File: config.mk
export PLATFORM = sky130hd
export DESIGN_NAME = sorted_priority_queue
export DESIGN_NICKNAME = d
export VERILOG_FILES = /design/src/spq_pkg.sv /design/src/spq_ctrl.sv /design/src/spq_dpath.sv /design/src/sorted_priority_queue.sv
export VERILOG_INCLUDE_DIRS = /design/src /design/src/src
export SDC_FILE = /design/constraint.sdc
export NUM_CORES = 2
export LEC_CHECK = 0
export BUFFER_PORTS_ARGS = -buffer_cell sky130_fd_sc_hd__buf_2
export CORE_MARGIN = 5
export CORE_UTILIZATION = 57
export CTS_CLUSTER_SIZE = 12
export DETAILED_ROUTE_END_ITERATION = 8
export HOLD_SLACK_MARGIN = 0.03
export MAX_ROUTING_LAYER = met4
export PLACE_DENSITY = 0.77
export RECOVER_POWER = 25
export SLEW_MARGIN = 10
export SYNTH_ARGS = -nofsm -noshare
export SYNTH_HDL_FRONTEND = slang
export SYNTH_SLANG_ARGS = --single-unit
File: constraint.sdc
create_clock -name clk_i -period 4.4 [get_ports clk_i]
set_input_delay 0.88 -clock clk_i [delete_from_list [all_inputs] [get_ports clk_i]]
set_output_delay 0.88 -clock clk_i [all_outputs]
set_load 0.02 [all_outputs]
File: src/sorted_priority_queue_defines.svh
// Assertion macros for the sorted priority queue RTL.
// Included by the modules that carry concurrent checks; uses clk_i and rst_ni.
`ifndef SORTED_PRIORITY_QUEUE_DEFINES_SVH
`define SORTED_PRIORITY_QUEUE_DEFINES_SVH

// Same-cycle implication, disabled while reset is asserted.
`define SPQ_ASSERT_NOW(lbl, ante, cons, msg) \
  lbl: assert property (@(posedge clk_i) disable iff (!rst_ni) (ante) |-> (cons)) \
    else $error(msg);

// Next-cycle implication, disabled while reset is asserted.
`define SPQ_ASSERT_NEXT(lbl, ante, cons, msg) \
  lbl: assert property (@(posedge clk_i) disable iff (!rst_ni) (ante) |=> (cons)) \
    else $error(msg);

`endif

File: src/spq_pkg.sv
// Shared types for the sorted priority queue: mode and status codes,
// controller state and the command/status structs. No dependencies.
package spq_pkg;

  typedef enum logic {
    MODE_ENQ = 1'b0,
    MODE_DEQ = 1'b1
  } spq_mode_e;

  typedef enum logic [1:0] {
    ST_DONE  = 2'd0,
    ST_FULL  = 2'd1,
    ST_EMPTY = 2'd2
  } spq_status_e;

  typedef enum logic {
    OUT_IDLE = 1'b0,
    OUT_HELD = 1'b1
  } spq_state_e;

  localparam int unsigned PrioW = 8;
  localparam int unsigned DataW = 32;
  localparam int unsigned OccW  = 5;

  // Controller to datapath.
  typedef struct packed {
    logic        push;
    logic        pop;
    logic        load;
    spq_status_e code;
  } spq_cmd_t;

  // Datapath to controller.
  typedef struct packed {
    logic full;
    logic empty;
  } spq_stat_t;

endpackage

File: src/spq_ctrl.sv
// Controller of the sorted priority queue: output-register state machine and
// command decode. Depends on spq_pkg and sorted_priority_queue_defines.svh.
`include "sorted_priority_queue_defines.svh"

module spq_ctrl (
  input  logic              clk_i,
  input  logic              rst_ni,
  input  logic              in_valid_i,
  output logic              in_ready_o,
  input  logic              mode_i,
  output logic              out_valid_o,
  input  logic              out_ready_i,
  input  spq_pkg::spq_stat_t stat_i,
  output spq_pkg::spq_cmd_t  cmd_o
);
  import spq_pkg::*;

  spq_state_e state_q, state_d;
  logic       accept;

  always_ff @(posedge clk_i or negedge rst_ni) begin
    if (!rst_ni) begin
      state_q <= OUT_IDLE;
    end else begin
      state_q <= state_d;
    end
  end

  // Next state: a new item fills the result register; otherwise a taken
  // result empties it.
  always_comb begin
    state_d = state_q;
    case (state_q)
      OUT_IDLE: begin
        if (accept) state_d = OUT_HELD;
      end
      OUT_HELD: begin
        if (accept) state_d = OUT_HELD;
        else if (out_ready_i) state_d = OUT_IDLE;
      end
      default: state_d = OUT_IDLE;
    endcase
  end

  // Outputs.
  always_comb begin
    in_ready_o  = 1'b0;
    out_valid_o = 1'b0;
    case (state_q)
      OUT_IDLE: begin
        in_ready_o = 1'b1;
      end
      OUT_HELD: begin
        in_ready_o  = out_ready_i;
        out_valid_o = 1'b1;
      end
      default: begin
        in_ready_o  = 1'b0;
        out_valid_o = 1'b0;
      end
    endcase
  end

  assign accept = in_valid_i && in_ready_o;

  always_comb begin
    cmd_o.load = accept;
    cmd_o.push = 1'b0;
    cmd_o.pop  = 1'b0;
    cmd_o.code = ST_DONE;
    if (spq_mode_e'(mode_i) == MODE_ENQ) begin
      if (stat_i.full) cmd_o.code = ST_FULL;
      else cmd_o.push = accept;
    end else begin
      if (stat_i.empty) cmd_o.code = ST_EMPTY;
      else cmd_o.pop = accept;
    end
  end

  `SPQ_ASSERT_NOW(a_push_pop_excl, 1'b1, !(cmd_o.push && cmd_o.pop), "push and pop together")
  `SPQ_ASSERT_NOW(a_held_no_load, out_valid_o && !out_ready_i, !cmd_o.load,
                  "result overwritten while stalled")
  `SPQ_ASSERT_NEXT(a_load_shows, cmd_o.load, out_valid_o, "loaded result not presented")

endmodule

File: src/spq_dpath.sv
// Datapath of the sorted priority queue: a row of compare-and-shift cells,
// the entry count and the result register. Depends on spq_pkg and the defines.
`include "sorted_priority_queue_defines.svh"

module spq_dpath #(
  parameter int unsigned CAPACITY = 16
) (
  input  logic                       clk_i,
  input  logic                       rst_ni,
  input  spq_pkg::spq_cmd_t          cmd_i,
  output spq_pkg::spq_stat_t         stat_o,
  input  logic [spq_pkg::PrioW-1:0]  prio_i,
  input  logic [spq_pkg::DataW-1:0]  data_i,
  output logic [1:0]                 res_status_o,
  output logic [spq_pkg::PrioW-1:0]  res_prio_o,
  output logic [spq_pkg::DataW-1:0]  res_data_o,
  output logic [spq_pkg::OccW-1:0]   res_occ_o
);
  import spq_pkg::*;

  localparam int unsigned CntW = $clog2(CAPACITY + 1);

  logic [CntW-1:0]  count_q, count_d;
  logic [PrioW-1:0] prio_q [CAPACITY];
  logic [DataW-1:0] data_q [CAPACITY];
  // stay[k]: cell k holds a valid entry that the new item goes behind.
  logic [CAPACITY-1:0] stay;
  logic [CntW+OccW-1:0] occ_ext;

  assign stat_o.full  = (count_q == CntW'(CAPACITY));
  assign stat_o.empty = (count_q == '0);

  for (genvar k = 0; k < CAPACITY; k++) begin : g_cell
    logic [PrioW-1:0] ins_prio, pop_prio, prio_d;
    logic [DataW-1:0] ins_data, pop_data, data_d;

    assign stay[k] = (CntW'(k) < count_q) && (prio_q[k] <= prio_i);

    if (k == 0) begin : g_first
      assign ins_prio  = prio_i;
      assign ins_data  = data_i;
    end else begin : g_rest
      assign ins_prio  = stay[k-1] ? prio_i : prio_q[k-1];
      assign ins_data  = stay[k-1] ? data_i : data_q[k-1];
    end

    if (k == CAPACITY - 1) begin : g_last
      assign pop_prio = prio_q[k];
      assign pop_data = data_q[k];
    end else begin : g_mid
      assign pop_prio = prio_q[k+1];
      assign pop_data = data_q[k+1];
    end

    always_comb begin
      prio_d = prio_q[k];
      data_d = data_q[k];
      if (cmd_i.push && !stay[k]) begin
        prio_d = ins_prio;
        data_d = ins_data;
      end else if (cmd_i.pop) begin
        prio_d = pop_prio;
        data_d = pop_data;
      end
    end

    always_ff @(posedge clk_i) begin
      prio_q[k] <= prio_d;
      data_q[k] <= data_d;
    end
  end

  always_comb begin
    count_d = count_q;
    if (cmd_i.push) count_d = count_q + CntW'(1);
    else if (cmd_i.pop) count_d = count_q - CntW'(1);
  end

  always_ff @(posedge clk_i or negedge rst_ni) begin
    if (!rst_ni) begin
      count_q <= '0;
    end else begin
      count_q <= count_d;
    end
  end

  assign occ_ext = {{OccW{1'b0}}, count_d};

  always_ff @(posedge clk_i) begin
    if (cmd_i.load) begin
      res_status_o <= cmd_i.code;
      res_prio_o   <= cmd_i.pop ? prio_q[0] : '0;
      res_data_o   <= cmd_i.pop ? data_q[0] : '0;
      res_occ_o    <= occ_ext[OccW-1:0];
    end
  end

  `SPQ_ASSERT_NOW(a_count_bound, 1'b1, count_q <= CntW'(CAPACITY), "count above capacity")
  `SPQ_ASSERT_NEXT(a_push_count, cmd_i.push, count_q == $past(count_q) + CntW'(1),
                   "push did not grow count")
  `SPQ_ASSERT_NOW(a_head_sorted, count_q >= CntW'(2), prio_q[0] <= prio_q[1],
                  "head entries out of order")

endmodule

File: src/sorted_priority_queue.sv
// Top level of the sorted priority queue: stream ports, controller and
// datapath. Depends on spq_pkg, spq_ctrl and spq_dpath.
//
// Usage: each item on the slave stream is one operation. tuser selects it:
// 0 enqueues the priority and payload in tdata, 1 dequeues the head entry.
// Entries are kept sorted, smallest priority first; equal priorities leave in
// arrival order. Every item gives exactly one result item on the master
// stream: tuser carries the status (done, full, empty) and tdata carries the
// dequeued priority and payload (zero unless a dequeue succeeded) and the
// occupancy after the operation.
// The result appears in the cycle after the item is accepted. Throughput is
// one item per cycle while the receiver takes each result, set by the row of
// compare-and-shift cells, which inserts or pops in parallel across all cells.
// A result waits in the output register while the receiver stalls; a new
// item is accepted in the same cycle the waiting result is taken.
// Reset empties the queue at once; no clearing pass is needed since only
// occupied cells ever reach the result.
module sorted_priority_queue #(
  parameter int unsigned CAPACITY = 16
) (
  input  logic        clk_i,
  input  logic        rst_ni,
  input  logic        s_axis_tvalid_i,
  output logic        s_axis_tready_o,
  input  logic [39:0] s_axis_tdata_i,  // [7:0] priority_req, [39:8] payload
  input  logic        s_axis_tuser_i,  // [0] mode
  output logic        m_axis_tvalid_o,
  input  logic        m_axis_tready_i,
  output logic [47:0] m_axis_tdata_o,  // [7:0] out_priority, [39:8] out_payload,
                                       // [44:40] occupancy, [47:45] zero
  output logic [1:0]  m_axis_tuser_o   // [1:0] status
);
  import spq_pkg::*;

  spq_cmd_t         cmd;
  spq_stat_t        stat;
  logic [PrioW-1:0] res_prio;
  logic [DataW-1:0] res_data;
  logic [OccW-1:0]  res_occ;

  // The controller owns the handshake and decodes each item into a command.
  spq_ctrl u_ctrl (
    .clk_i       (clk_i),
    .rst_ni      (rst_ni),
    .in_valid_i  (s_axis_tvalid_i),
    .in_ready_o  (s_axis_tready_o),
    .mode_i      (s_axis_tuser_i),
    .out_valid_o (m_axis_tvalid_o),
    .out_ready_i (m_axis_tready_i),
    .stat_i      (stat),
    .cmd_o       (cmd)
  );

  // The datapath holds the sorted cells, the count and the result register.
  spq_dpath #(
    .CAPACITY (CAPACITY)
  ) u_dpath (
    .clk_i        (clk_i),
    .rst_ni       (rst_ni),
    .cmd_i        (cmd),
    .stat_o       (stat),
    .prio_i       (s_axis_tdata_i[7:0]),
    .data_i       (s_axis_tdata_i[39:8]),
    .res_status_o (m_axis_tuser_o),
    .res_prio_o   (res_prio),
    .res_data_o   (res_data),
    .res_occ_o    (res_occ)
  );

  assign m_axis_tdata_o = {3'b000, res_occ, res_data, res_prio};

endmodule
==> metrics <==
Routed WL=~100,000 um; row cnt=93; clk slew on worst S/H paths=about 0.060 ns; Max Slew Vio Count=18; synth-to-layout area growth=10.6%; Post-DP HPWL=66,900 um; share of cells above drive strength 1=13.0%; cts bufs inserted=74; Post-CTS Setup Repair Bufs=0; final hold vios=0; port buffer count=93; CTS tree=yes; fin util=63.7%; Worst Path Max Fanout=40; global-route wire length before repair=~150,000 um; DR pass1 iterations=6; leakage power=16.0 nW; count of clock tree sinks=about 700; Async SR Flop Fraction=0.866%; Syn Area/Cell=11.8 um2; vias in the first global route=approximately 26,000; maximum resistive drop on vdd=0.370 mV; Detail Route Antenna Nets=0; RSZ-0062 raised after global routing=no; Post-synth EDFFs=687; dpl ws=0.304 ns; outcome=finished with violations; worst endpoint data arrival time=4.26 ns; Primary FF master, synth=edfxtp_1; pwr/cell area=573 nW/um2; post-CTS sizing=0; violated checks=max-capacitance violations, max-slew violations; Yosys top cell by area=edfxtp_1; core footprint=64,500 um2; Worst-Margin Slew=approximately 1.8 ns; nature of the critical path startpoint=input pin; Final Critical Period=3.92 ns; largest net degree at the start of global routing=81; Global Route Usage Sum=28.5%; vias=26,100; Clk Latency, worst-skew pair=0.62 ns; largest cells by area after synthesis=edfxtp_1 (56%), mux2i_1 (14%), o21ai_0 (6.9%), nand2_1 (4.8%), ha_1 (4.4%); Setup Crit Path Kind=in2reg; Chip Width=265 um; Synth Warn #=0; Clock Root Buffer=clkbuf_16; CP Capture Type=flip-flop; die area=70,300 um2; count leader, synth=edfxtp_1; post-place instance area=39,000 um2; Placer Congestion=0.932; post-synth design cell area=37,100 um2; Hold Buf Count CTS=0; Req. time, crit path=4.74 ns; fin area=41,100 um2; I/O pins=slightly below 100; post-synthesis sequential area ratio=56.0%; Avg WL per Cell=24.6 um; MaxCap Viol Count=1; Finish-stage setup viols=0; total gr overflow=0; Yosys top cell area share=55.6%; Syn Inst Count=3,136; H-tree depth=3; period utilization=between 80% and 90%; max frequency=0.255 GHz; PnR worst setup slack=0.479 ns; Die Y=around 270 um; clk_skew=0.0290 ns; initial core utilization=57.6%; fin nets=roughly 3,400; FF+latch count, synth=693; Synth cell types=50; setup TNS=0 ns; Initial DRC Count=3,030; Residual DRC=0; Min-Delay Path Class=in2async; initial antenna violation count=10; Post-synth top cells=edfxtp_1 (687), mux2i_1 (522), o21ai_0 (513), nand2_1 (477), mux2_2 (146); vias per std cell=approximately 6.4; Slew HR=-21.9%; Max Buffers Root-to-Sink=3
flip-flops by register name, summed over array words and instances, names as in the netlist:
name / cells
u_ctrl.state_q: 1
u_dpath.count_q: 5
u_dpath.data_q: 512
u_dpath.prio_q: 128
u_dpath.res_data_o: 32
u_dpath.res_occ_o: 5
u_dpath.res_prio_o: 8
u_dpath.res_status_o: 2
layer usage:
layer	global-route usage, %	share of wire (%)
met1	39.8	42
met2	43.9	46
met3	4.21	8.7
met4	8.70	2.8
met5	-	0
cell type report:
| type | count | area [um2] |
|---|---|---|
| antenna | 9 | 22.5 |
| clock buffer | 91 | 1940 |
| clock inverter | 30 | 221 |
| fill | 4942 | 23400 |
| inverter | 28 | 105 |
| multi-input combinational | 2183 | 15500 |
| sequential | 693 | 20800 |
| tap | 855 | 1070 |
| timing repair buffer | 196 | 1480 |
worst paths after layout:
kind | startpoint | to | slack [ns] | depth (start not counted)
max | s_axis_tdata_i[7] | u_dpath.data_q[1][248]$_DFFE_PP_ | 0.48 | 9
min | rst_ni | u_ctrl.state_q$_DFF_PN0_ | 0.15 | 1
max reg2reg | u_ctrl.state_q$_DFF_PN0_ | u_dpath.data_q[0][104]$_DFFE_PP_ | 0.62 | 6
min reg2reg | u_dpath.data_q[1][48]$_DFFE_PP_ | u_dpath.data_q[1][16]$_DFFE_PP_ | 0.55 | 2
max in group asynchronous | rst_ni | u_dpath.count_q[3]$_DFF_PN0_ | 3.97 | 1
min in group clk_i | s_axis_tvalid_i | u_ctrl.state_q$_DFF_PN0_ | 0.52 | 2
power breakdown:
| group | switching [mW] | internal (mW) |
|---|---|---|
| sequential | 0.798 | 9.00 |
| combinational | 4.70 | 3.23 |
| clock | 2.58 | 3.23 |
| total | 8.08 | 15.5 |
cells by family (layout without fill, tap and decap cells):
logic type	Yosys count	in the layout	synth area share, %
xor gates and xnor gates	4	4	0.0944
muxes	673	673	18.7
adders and majority gates	132	132	4.45
AOI/OAI and AO/OA	705	705	10.1
other	1	12	0.0101
DFF	693	693	56.0
buffers and inverters	262	345	3.09
and+or+nand+nor	666	666	7.66
worst max-delay path, stage by stage:
cell,delay (ns)
buf_2,0.36
inv_1,0.39
ha_1,0.45
nand4_1,0.13
a21oi_1,0.19
nor2_1,0.11
o21ai_4,0.15
clkbuf_2,1.04
mux2_2,0.44
cells in the final DEF, fill, tap and decap left out, types with 3 or more instances in the layout:
cell / instances
clkinv_2: 4
o21a_1: 8
xnor2_1: 3
buf_4: 70
conb_1: 3
clkinv_1: 19
clkbuf_2: 4
diode_2: 9
nor2_1: 61
o21ai_1: 27
mux2_2: 145
buf_2: 43
o21ai_0: 512
o211ai_1: 16
and2_1: 13
nand2_2: 8
mux2_1: 6
dfrtp_1: 6
nand4_1: 28
buf_12: 26
clkbuf_1: 69
inv_1: 28
a21oi_1: 97
nor3_2: 7
clkbuf_16: 75
nand2b_1: 6
ha_1: 132
nand3_1: 10
edfxtp_1: 687
o21ai_4: 5
and2_0: 28
nand2_1: 469
o31ai_4: 9
nor2b_1: 17
o22ai_1: 3
a21o_1: 8
a211oi_1: 9
mux2i_1: 522
through the flow:
stage	total power [mW]	cells	hold slack, ns
floorplan	15.2	3138	0.518
global placement	17.4	3955	0.530
detailed placement	17.7	3955	0.536
CTS	23.5	4076	0.0664
global route	24.5	4084	0.170
finish	23.5	4085	0.153
(Power assumes the default switching activity.)
